===== src/rtl/gstwb_pkg.sv =====
// Shared types and constants for the grid spanning-tree wall breaker.
package gstwb_pkg;

	localparam int unsigned GRID_WIDTH  = 16;
	localparam int unsigned GRID_HEIGHT = 16;
	localparam int unsigned CELL_COUNT  = GRID_WIDTH * GRID_HEIGHT;
	localparam int unsigned WALL_TARGET = CELL_COUNT - 1;
	localparam int unsigned CELL_W      = $clog2(CELL_COUNT);

	localparam logic MODE_PROPOSE = 1'b0;
	localparam logic MODE_READ    = 1'b1;
	localparam logic SIDE_NORTH   = 1'b0;
	localparam logic SIDE_WEST    = 1'b1;

	typedef logic [CELL_W-1:0] cell_idx_t;

	typedef struct packed {
		logic       mode;
		logic [3:0] cell_x;
		logic [3:0] cell_y;
		logic       wall_side;
	} cmd_item_t;

	typedef struct packed {
		logic       wall_removed;
		logic       maze_done;
		logic [7:0] removed_count;
		logic       north_present;
		logic       west_present;
	} rsp_item_t;

	// One RAM word per cell: both wall bits and the set label.
	typedef struct packed {
		logic      north;
		logic      west;
		cell_idx_t label;
	} cell_word_t;

	typedef enum logic [2:0] {
		ST_INIT,
		ST_IDLE,
		ST_RD_C,
		ST_RD_N,
		ST_CMP,
		ST_SCAN,
		ST_SCAN_END,
		ST_OUT
	} state_t;

endpackage


===== src/rtl/gstwb_if.sv =====
// Valid/ready channel interfaces for the command and response beats.
interface gstwb_cmd_if;
	logic                 valid;
	logic                 ready;
	gstwb_pkg::cmd_item_t item;

	modport source (output valid, output item, input ready);
	modport sink   (input valid, input item, output ready);
endinterface

interface gstwb_rsp_if;
	logic                 valid;
	logic                 ready;
	gstwb_pkg::rsp_item_t item;

	modport source (output valid, output item, input ready);
	modport sink   (input valid, input item, output ready);
endinterface


===== src/rtl/gstwb_ram.sv =====
// Generic simple dual-port RAM, one write port, one registered read port.
module gstwb_ram #(
	parameter int unsigned WIDTH = 8,
	parameter int unsigned DEPTH = 256
) (
	input  logic                     clk,
	input  logic                     we,
	input  logic [$clog2(DEPTH)-1:0] waddr,
	input  logic [WIDTH-1:0]         wdata,
	input  logic [$clog2(DEPTH)-1:0] raddr,
	output logic [WIDTH-1:0]         rdata
);

	logic [WIDTH-1:0] mem_q [DEPTH];

	always_ff @(posedge clk) begin
		if (we) begin
			mem_q[waddr] <= wdata;
		end
		rdata <= mem_q[raddr];
	end

endmodule


===== src/rtl/grid_spanning_tree_wall_breaker_top.sv =====
// Kruskal-style maze builder: set labels and wall bits in one RAM, one scan unit.
// Each command passes ST_RD_C, ST_RD_N, ST_CMP and ST_OUT before the result register loads;
// a removal adds a relabel scan (ST_SCAN over every cell, then ST_SCAN_END) before ST_OUT.
// One item at a time: ST_OUT waits for the response slot, then the next beat is taken in ST_IDLE.
// Reset: a clearing pass writes every cell's label and walls;
// cmd.ready stays low until it ends.
module grid_spanning_tree_wall_breaker_top (
	input  logic              clk,
	input  logic              arst_n,
	gstwb_cmd_if.sink         cmd,
	gstwb_rsp_if.source       rsp
);

	gstwb_pkg::state_t     state_q, state_d;
	gstwb_pkg::cell_idx_t  cnt_q;
	gstwb_pkg::cell_idx_t  c_q, n_q;
	gstwb_pkg::cell_idx_t  theirs_q;
	gstwb_pkg::cell_idx_t  addr_s1;
	logic                  pend_s1;
	logic                  mode_q, side_q, inside_q, removed_q;
	gstwb_pkg::cell_word_t word_c_q;
	gstwb_pkg::cell_idx_t  walls_down_q;
	logic                  out_valid_q;
	gstwb_pkg::rsp_item_t  out_q;

	logic                  ram_we;
	gstwb_pkg::cell_idx_t  ram_waddr, ram_raddr;
	gstwb_pkg::cell_word_t ram_wdata, ram_rdata;

	logic                  cnt_last, do_remove, scan_hit, out_free;
	logic                  wall_up, border_q;
	gstwb_pkg::cell_idx_t  cmd_c;
	logic                  cmd_inside;
	gstwb_pkg::cell_word_t word_c_cleared;

	gstwb_ram #(
		.WIDTH ($bits(gstwb_pkg::cell_word_t)),
		.DEPTH (gstwb_pkg::CELL_COUNT)
	) u_cells (
		.clk   (clk),
		.we    (ram_we),
		.waddr (ram_waddr),
		.wdata (ram_wdata),
		.raddr (ram_raddr),
		.rdata (ram_rdata)
	);

	assign cnt_last   = (cnt_q == gstwb_pkg::cell_idx_t'(gstwb_pkg::CELL_COUNT - 1));
	assign cmd_inside = (32'(cmd.item.cell_x) < gstwb_pkg::GRID_WIDTH) &&
	                    (32'(cmd.item.cell_y) < gstwb_pkg::GRID_HEIGHT);
	assign cmd_c      = gstwb_pkg::cell_idx_t'(
	                    gstwb_pkg::cell_idx_t'(cmd.item.cell_y) *
	                    gstwb_pkg::cell_idx_t'(gstwb_pkg::GRID_WIDTH) +
	                    gstwb_pkg::cell_idx_t'(cmd.item.cell_x));

	// word_c_q holds cell c; ram_rdata holds the neighbor while in ST_CMP
	assign wall_up   = (side_q == gstwb_pkg::SIDE_NORTH) ? word_c_q.north : word_c_q.west;
	assign do_remove = (mode_q == gstwb_pkg::MODE_PROPOSE) && inside_q && wall_up && !border_q &&
	                   (32'(walls_down_q) < gstwb_pkg::WALL_TARGET) &&
	                   (ram_rdata.label != word_c_q.label);
	assign scan_hit  = pend_s1 && (ram_rdata.label == theirs_q);
	assign out_free  = !out_valid_q || rsp.ready;

	always_comb begin
		word_c_cleared = word_c_q;
		if (side_q == gstwb_pkg::SIDE_NORTH) begin
			word_c_cleared.north = 1'b0;
		end else begin
			word_c_cleared.west = 1'b0;
		end
	end

	always_ff @(posedge clk or negedge arst_n) begin
		if (!arst_n) begin
			border_q <= 1'b0;
		end else if (state_q == gstwb_pkg::ST_IDLE && cmd.valid) begin
			border_q <= (cmd.item.wall_side == gstwb_pkg::SIDE_NORTH) ?
			            (cmd.item.cell_y == 4'd0) : (cmd.item.cell_x == 4'd0);
		end
	end

	// next state
	always_comb begin
		state_d = state_q;
		case (state_q)
			gstwb_pkg::ST_INIT:     if (cnt_last) state_d = gstwb_pkg::ST_IDLE;
			gstwb_pkg::ST_IDLE:     if (cmd.valid) state_d = gstwb_pkg::ST_RD_C;
			gstwb_pkg::ST_RD_C:     state_d = gstwb_pkg::ST_RD_N;
			gstwb_pkg::ST_RD_N:     state_d = gstwb_pkg::ST_CMP;
			gstwb_pkg::ST_CMP:      state_d = do_remove ? gstwb_pkg::ST_SCAN : gstwb_pkg::ST_OUT;
			gstwb_pkg::ST_SCAN:     if (cnt_last) state_d = gstwb_pkg::ST_SCAN_END;
			gstwb_pkg::ST_SCAN_END: state_d = gstwb_pkg::ST_OUT;
			gstwb_pkg::ST_OUT:      if (out_free) state_d = gstwb_pkg::ST_IDLE;
			default:                state_d = gstwb_pkg::ST_INIT;
		endcase
	end

	// RAM control and handshake
	always_comb begin
		ram_we    = 1'b0;
		ram_waddr = addr_s1;
		ram_wdata = '{north: ram_rdata.north, west: ram_rdata.west, label: word_c_q.label};
		ram_raddr = cnt_q;
		cmd.ready = 1'b0;
		case (state_q)
			gstwb_pkg::ST_INIT: begin
				ram_we    = 1'b1;
				ram_waddr = cnt_q;
				ram_wdata = '{north: 1'b1, west: 1'b1, label: cnt_q};
			end
			gstwb_pkg::ST_IDLE: begin
				cmd.ready = 1'b1;
			end
			gstwb_pkg::ST_RD_C: begin
				ram_raddr = c_q;
			end
			gstwb_pkg::ST_RD_N: begin
				ram_raddr = n_q;
			end
			gstwb_pkg::ST_CMP: begin
				ram_we    = do_remove;
				ram_waddr = c_q;
				ram_wdata = word_c_cleared;
			end
			gstwb_pkg::ST_SCAN, gstwb_pkg::ST_SCAN_END: begin
				ram_we = scan_hit;
			end
			default: begin
			end
		endcase
	end

	always_ff @(posedge clk or negedge arst_n) begin
		if (!arst_n) begin
			state_q      <= gstwb_pkg::ST_INIT;
			cnt_q        <= '0;
			pend_s1      <= 1'b0;
			walls_down_q <= '0;
			out_valid_q  <= 1'b0;
		end else begin
			state_q <= state_d;
			if (state_q == gstwb_pkg::ST_OUT && out_free) begin
				out_valid_q <= 1'b1;
			end else if (rsp.ready) begin
				out_valid_q <= 1'b0;
			end
			case (state_q)
				gstwb_pkg::ST_INIT: begin
					cnt_q <= cnt_q + 1'b1;
				end
				gstwb_pkg::ST_CMP: begin
					cnt_q <= '0;
					if (do_remove) begin
						walls_down_q <= walls_down_q + 1'b1;
					end
				end
				gstwb_pkg::ST_SCAN: begin
					cnt_q   <= cnt_q + 1'b1;
					pend_s1 <= 1'b1;
				end
				gstwb_pkg::ST_SCAN_END: begin
					pend_s1 <= 1'b0;
				end
				default: begin
				end
			endcase
		end
	end

	// item payload
	always_ff @(posedge clk) begin
		addr_s1 <= cnt_q;
		case (state_q)
			gstwb_pkg::ST_IDLE: begin
				mode_q   <= cmd.item.mode;
				side_q   <= cmd.item.wall_side;
				inside_q <= cmd_inside;
				c_q      <= cmd_c;
				n_q      <= (cmd.item.wall_side == gstwb_pkg::SIDE_NORTH) ?
				            gstwb_pkg::cell_idx_t'(cmd_c -
				                gstwb_pkg::cell_idx_t'(gstwb_pkg::GRID_WIDTH)) :
				            gstwb_pkg::cell_idx_t'(cmd_c - 1'b1);
			end
			gstwb_pkg::ST_RD_N: begin
				word_c_q <= ram_rdata;
			end
			gstwb_pkg::ST_CMP: begin
				removed_q <= do_remove;
				theirs_q  <= ram_rdata.label;
				if (do_remove) begin
					word_c_q <= word_c_cleared;
				end
			end
			gstwb_pkg::ST_OUT: begin
				if (out_free) begin
					out_q.wall_removed  <= removed_q;
					out_q.maze_done     <= (32'(walls_down_q) == gstwb_pkg::WALL_TARGET);
					out_q.removed_count <= (32'(walls_down_q) > 32'd255) ?
					                       8'd255 : 8'(walls_down_q);
					out_q.north_present <= inside_q & word_c_q.north;
					out_q.west_present  <= inside_q & word_c_q.west;
				end
			end
			default: begin
			end
		endcase
	end

	assign rsp.valid = out_valid_q;
	assign rsp.item  = out_q;

endmodule

===== src/flat_wrapper.sv =====
// flat-port wrapper written by rule: the top's interface ports become plain ports
module grid_spanning_tree_wall_breaker_top_flat 
  (clk, arst_n, cmd_valid, cmd_item, cmd_ready, rsp_valid, rsp_item, rsp_ready);
  gstwb_cmd_if cmd_i ();
  gstwb_rsp_if rsp_i ();
  input  logic clk;
  input  logic arst_n;
  input wire logic [$bits(cmd_i.valid)-1:0] cmd_valid;
  input wire logic [$bits(cmd_i.item)-1:0] cmd_item;
  output wire logic [$bits(cmd_i.ready)-1:0] cmd_ready;
  output wire logic [$bits(rsp_i.valid)-1:0] rsp_valid;
  output wire logic [$bits(rsp_i.item)-1:0] rsp_item;
  input wire logic [$bits(rsp_i.ready)-1:0] rsp_ready;
  assign cmd_i.valid = cmd_valid;
  assign cmd_i.item = cmd_item;
  assign cmd_ready = cmd_i.ready;
  assign rsp_valid = rsp_i.valid;
  assign rsp_item = rsp_i.item;
  assign rsp_i.ready = rsp_ready;
  grid_spanning_tree_wall_breaker_top u_core (.clk(clk), .arst_n(arst_n), .cmd(cmd_i), .rsp(rsp_i));
endmodule

===== config.mk =====
export PLATFORM = sky130hd
export DESIGN_NAME = grid_spanning_tree_wall_breaker_top_flat
export DESIGN_NICKNAME = d
export VERILOG_FILES = /design/src/rtl/gstwb_pkg.sv /design/src/rtl/gstwb_if.sv /design/src/rtl/gstwb_ram.sv /design/src/rtl/grid_spanning_tree_wall_breaker_top.sv /design/src/flat_wrapper.sv
export SDC_FILE = /design/constraint.sdc
export NUM_CORES = 2
export LEC_CHECK = 0
export BUFFER_PORTS_ARGS = -buffer_cell sky130_fd_sc_hd__buf_2
export CAP_MARGIN = 5
export CORE_UTILIZATION = 35
export DETAILED_ROUTE_END_ITERATION = 10
export HOLD_SLACK_MARGIN = 0.12
export SYNTH_ARGS = -nofsm -noshare
export SYNTH_HDL_FRONTEND = slang
export SYNTH_SLANG_ARGS = --single-unit

===== constraint.sdc =====
create_clock -name clk -period 11.91 [get_ports clk]
set_input_delay 0.5955 -clock clk [delete_from_list [all_inputs] [get_ports clk]]
set_output_delay 0.5955 -clock clk [all_outputs]
set_load 0.005 [all_outputs]

Yosys cells after proc, flatten, opt, wreduce, memory -nomap -nowiden. Memories as Yosys holds them, arrays and structs flattened. A register that Yosys moved wholly into a read port is not among the register bits. Cells that the tools add are included. W data, S select, Z words.

$add $sub $neg: 5. $lt $le $gt $ge: 1. Eq/ne operators: 16. Muxes and demuxes: 24. Bitwise gates (word level): 2. Reductions and logical operators: 24.

Operators by type and width (number): $pmux W8 S2 (3); $pmux W10 S2 (2); $pmux W3 S8 (1); $add A8 B1 Y8 const B (2); $eq A8 B8 Y1 const B (2); $eq A3 B3 Y1 const B (4); $mux W3 (4); $mux W10 (1); $mux W1 (9); $add A8 B4 Y8 (1); $eq A8 B8 Y1 (1); $logic_not A4 Y1 (2); $lt A8 B8 Y1 const B (1); $mux W8 (1); $ne A2 B1 Y1 const B (4); $ne A8 B8 Y1 (1); $reduce_and A2 Y1 (4); $reduce_bool A2 Y1 (4); $sub A8 B1 Y8 const B (1); $sub A8 B5 Y8 const B (1); $logic_and A1 B1 Y1 (7); $eq A3 B2 Y1 const B (2); $reduce_and A4 Y1 (1); $reduce_or A2 Y1 (2); other kinds (9) (11).

Flip-flop bits (word level): 79. Bits in writable memories: 2560. Input bits: 14. Output and inout port bits: 14. Logic and storage cells: 94. Memories kept: 1.

Memory list: u_core.u_cells.mem_q (depth 256, bits a word 10, read ports 1, clocked after Yosys merged registers in 1, write ports 1, line gstwb_ram.sv:14) `logic [WIDTH-1:0] mem_q [DEPTH];`.

Depth between registers and ports, before layout.
Word-level depth: 8. Depth in mapped cells: 16. Depth with buffers taken out: 10.

By module. A second synthesis with hierarchy kept.

Cells, all modules: 4957. Area, all modules: 102985.0 sq um.

By module, submodules not included: gstwb_ram (times used 1, cells an instance 4642, area an instance 99253.9 sq um, sequential area each 77073.9 sq um); grid_spanning_tree_wall_breaker_top (times used 1, cells an instance 315, area an instance 3731.1 sq um, sequential area each 2182.1 sq um).

Worst setup path before layout. OpenSTA, ideal clock, no wires.

Path kind: register to register. From: register u_core.state_q[0]. To: memory u_core.u_cells.mem_q[0][8] (netlist name), data pin. Setup time: 1.728 ns. Data arrival time: 8.807 ns. Data required time: 10.182 ns. Slack: 1.375 ns. Stages on the path, launching flop included: 7. Buffers on the path: 4. Clock period less this slack: 10.535 ns. Cells stage by stage: dfrtp_1 > buf_6 > buf_2 > nor2_1 > clkbuf_1 > buf_1 > a31oi_1.

RTL lines: start, declared (line grid_spanning_tree_wall_breaker_top.sv:14) `gstwb_pkg::state_t state_q, state_d;`; start signal, assigned (line grid_spanning_tree_wall_breaker_top.sv:135) `state_q <= gstwb_pkg::ST_INIT;`; start signal, assigned (line grid_spanning_tree_wall_breaker_top.sv:141) `state_q <= state_d;`; end, declared (line gstwb_ram.sv:14).

Final worst setup path.
From: register u_core.state_q[0]. To: register u_core.u_cells.rdata[5], read port of u_core.u_cells.mem_q.

Word-level cells in the longest chain between the ends: 2. Elaborated cells on any way between the ends: 3. Classes of those cells: eq/ne: 2; mux: 1.

Ends and longest elaborated chain: $eq A3 B2 Y1 (line grid_spanning_tree_wall_breaker_top.sv:105) `case (state_q)`; $pmux W8 S2 * (line grid_spanning_tree_wall_breaker_top.sv:105); end, declared (line gstwb_ram.sv:11) `output logic [WIDTH-1:0] rdata`.

Every way passes the cells marked *; elsewhere a longest branch is shown, timed or not. A chain may end at the register's enable or synchronous reset.

==> results.txt <==
* Run status: complete, no violations
- Syn-to-layout area delta: 12.6%
- Excluding fillers, the count of instances in the completed layout stands at 10.7k.
- Power spread over the standard cell area amounts to 261 mW/mm2.
- Remaining global-route overflow: 0
- When the netlist entered floorplanning its net count stood at between 6k and 7k.
* First-iteration detailed-routing DRC count: 8,936
* DR vias: 61.8k
- Entering global routing, the biggest net connects 209 pins.
* Class of the most critical hold timing path: primary input to async pin
- The library cell used most frequently in the layout, excluding fill and tap cells, is sky130_fd_sc_hd__edfxtp_1.
- Counting flops with an async set or reset pin after synthesis yields a share of 0.831%.
* Final Hold Slack: roughly 0.27 ns
- The H-tree was split into 5 levels.
- Timing would allow up to approximately 160 MHz.
* Area share of and/or/nand/nor cells after synthesis: under 10%
- Post-CTS timing repair inserted 0 buffers for setup.
- The final count of hold timing violations came to 0.
- The setup path with the least slack is of type flip-flop to flip-flop.
- The worst pin sits at a relative slew slack of slightly below 8%.
- The floorplan step defined a die boundary enclosing 0.301 mm2.
- Of the synthesized area, sequential elements account for 75.7%.
- Number of flops mapped to enable cells by yosys: 2,609
- Data on the critical path arrives at its endpoint at 7.24 ns.
- The library cells used most frequently in the layout, excluding fill and tap cells, are sky130_fd_sc_hd__edfxtp_1 (2,609), sky130_fd_sc_hd__nand2_1 (1,098), sky130_fd_sc_hd__nor2_1 (326).
- In this run the tool buffered the top-level ports with 27 buffer cells.
- Once the floorplan was initialized, standard cells occupied 35.2% of the core.
- Die width: ~550 um
* Largest family of logic cells by synthesized area: multiplexers
- In this run the core area contains 200 standard-cell rows.
- Summing the areas of all compound-gate instances in the mapped netlist gives 5.07% of the synthesized area.
- Post-Place Cells: 10.2k
* TritonCTS buffer count: 277
- Clock Sink Count: 2,649
* WL per Instance: approximately 30 um
- Synth Cell Area: 0.105 mm2
- The initial antenna violation count is 13.
- The synthesized netlist devotes less than 1% of its cell area to XOR and XNOR gates.
- Crit path capture type: flip-flop
- During synthesis, Yosys emitted a total of 0 warnings.
* Adder-Cell Fraction of Synth Area: 0.0693%
- Across the VDD grid, the largest voltage drop is 0.000250 V.
* Unrepaired setup endpoints after global routing: no
- Final slew viol count: 0
- Max stage delay cell, worst path: sky130_fd_sc_hd__dfrtp_1
* Ports: 28
- The critical path goes through mux2_2, mux2i_4, buf_12, nand2_4, buf_4, buf_4, o221ai_1, a21oi_1, o21ai_0, o221ai_1, a2111oi_2, o211a_1.
* Height of the chip: 549 um
- The netlist uses 74 different library cells.
* Detailed placer's ending HPWL: between 150,000 and 200,000 um
* Global-route usage over all layers: 20.5%
- After clock tree synthesis, the clock-pin slew on the worst setup and hold paths is about 0.060 ns.
* Mapped Avg Cell Area: 16.2 um2
- Maximum buffer depth of the clock tree: 4
- In the finished design, the share of the clock period the worst path needs comes to 53.9%.
* Routed Antenna Nets: 0
* Via count of the first global-routing pass: 58.4k
- After detailed placement, the total cell area comes to 0.109 mm2.
* Number of resized instances in the post-cts repair step: 0
- At the worst endpoint, the required time is 12.72 ns.
- In the final layout, the share of cells above drive strength 1 is 13.0%.
- Share of the core filled with cells in the final layout: 39.7%
- Measured against the total synthesized area, the mux share comes to 8.73%.
* Startpoint kind of the worst setup timing path: flip-flop
- Using the TritonRoute via totals, the vias-per-cell ratio works out to 5.77.
- Critical path fanouts, max: 82
- Pre-Repair DR Iteration Count: 6
- The later pin in the worst-skew pair is clocked with a latency of roughly 0.87 ns.
- Post-Layout Inst Area: 0.118 mm2
- Across the run, the number of max-cap violations was 0.
* First-pass GRT wire length: approximately 440,000 um
- Final weighted congestion of routability-driven global placement: 0.871
- The synthesized design contains approximately 2.6k register bits.
- Final Skew: 0.0615 ns
* Residual DRC count: 0
* Final number of setup-violating endpoints: 0
* Pin slew with the least headroom to its limit: 1.38 ns
- TritonCTS built the clock tree.
- Number of nets in the finished design: around 6.6k
* Final period demand of the worst path: ~6.4 ns
- Counting every instance in the synthesized netlist gives 6,470.
* Main flop type after synthesis: sky130_fd_sc_hd__edfxtp_1
- Summed over all cells, the static leakage comes to 0.0379 uW.
- Placeable Area: 0.297 mm2
- Crit-path max cell delay: 0.92 ns
- Clock tree root buffer cell: sky130_fd_sc_hd__clkbuf_16
- Summed over all layers, the routed wires come to 317,000 um.
- For the final routed database, the setup TNS stands at 0 ns.
area by class of cell:
| type | instances | area [um2] |
|---|---|---|
| fillers | 26600 | 179000 |
| flip-flops and latches | 2649 | 79300 |
| multi-input cells | 3412 | 23500 |
| clock buffers | 347 | 7310 |
| well taps | 3939 | 4930 |
| repair buffers | 217 | 1750 |
| clock inverters | 133 | 1010 |
| inverters | 9 | 33.8 |
| diodes | 10 | 25.0 |
worst max-delay path, delay by kind of cell, from the launching register on:
kind	cells	cell delay [ns]
buf+inv	3	1.32
simple gates	1	0.46
mux	2	0.65
compound gates	6	2.82
flops	1	0.92
routing by layer:
metal  global-route usage (%)  routed length (um)
met1                     28.7              126000
met2                     31.1              142000
met3                     4.41               35300
met4                     7.66               12700
met5                    0.285                 138
metrics by stage:
| step | setup WS (ns) | total power [uW] |
|---|---|---|
| after CTS | 5.86 | 30600 |
| final | 5.48 | 30700 |
| after global placement | 5.63 | 22400 |
| after detailed placement | 5.86 | 22500 |
| after floorplan | 1.37 | 18600 |
| after global routing | 5.54 | 31600 |
cells by family (layout without fill, tap and decap cells):
kind of cell               after synthesis  count (layout)
AOI/OAI and AO/OA                      813             813
xor gates and xnor gates                30              30
adders and majority gates                6               6
buffers and inverters                  409             706
DFF                                   2649            2649
muxes                                  585             585
other                                    0              10
and+or+nand+nor                       1978            1978
sequential cells by signal, summed over array words and instances, names as in the netlist, 8 cells and up:
name	count
u_core.u_cells.mem_q	2560
u_core.rsp.item	12
u_core.u_cells.rdata	10
u_core.addr_s1	8
u_core.c_q	8
u_core.cnt_q	8
u_core.n_q	8
u_core.theirs_q	8
u_core.walls_down_q	8
u_core.word_c_cleared	8
what timing repair did:
action | 4_1_cts | 5_1_grt
hold buffers | 13 | 0
endpoints found under the hold margin | 40 | 0
endpoints found under the setup margin | 0 | 0
synth_stat cells, types with 66 or more instances:
cell type                  count  share of area [%]
sky130_fd_sc_hd__a21oi_1     300                1.4
sky130_fd_sc_hd__buf_2       142               0.68
sky130_fd_sc_hd__nand3_1     312                1.5
sky130_fd_sc_hd__o221ai_1     92               0.77
sky130_fd_sc_hd__mux4_2      257                5.5
sky130_fd_sc_hd__clkbuf_1    124               0.44
sky130_fd_sc_hd__a31oi_1      84               0.50
sky130_fd_sc_hd__edfxtp_1   2609                 75
sky130_fd_sc_hd__nor2_1      340                1.2
sky130_fd_sc_hd__nand2_1    1102                4.0
sky130_fd_sc_hd__o21ai_0      66               0.32
sky130_fd_sc_hd__mux2i_1     299                2.9
where the power goes:
part | switching [uW] | total, uW | internal (uW)
Combinational | 7910 | 10900 | 3000
Clock | 3580 | 8180 | 4600
Sequential | 158 | 11600 | 11500
path summary, 6_finish.rpt:
check | cells past startpoint | slack (ns) | endpoint | startpoint
hold / removal | 2 | 0.27 | u_core.walls_down_q[4] | arst_n
hold reg to reg | 0 | 0.49 | u_core.rsp.item[11] | u_core.removed_q
setup / recovery | 12 | 5.48 | u_core.u_cells.rdata[5] | u_core.state_q[0]
max in group asynchronous | 2 | 11.23 | u_core.state_q[0] | arst_n
min in group clk | 0 | 0.49 | u_core.rsp.item[11] | u_core.removed_q
setup reg to reg | 12 | 5.48 | u_core.u_cells.rdata[5] | u_core.state_q[0]
No activity file was read; power rests on OpenSTA's default activity.
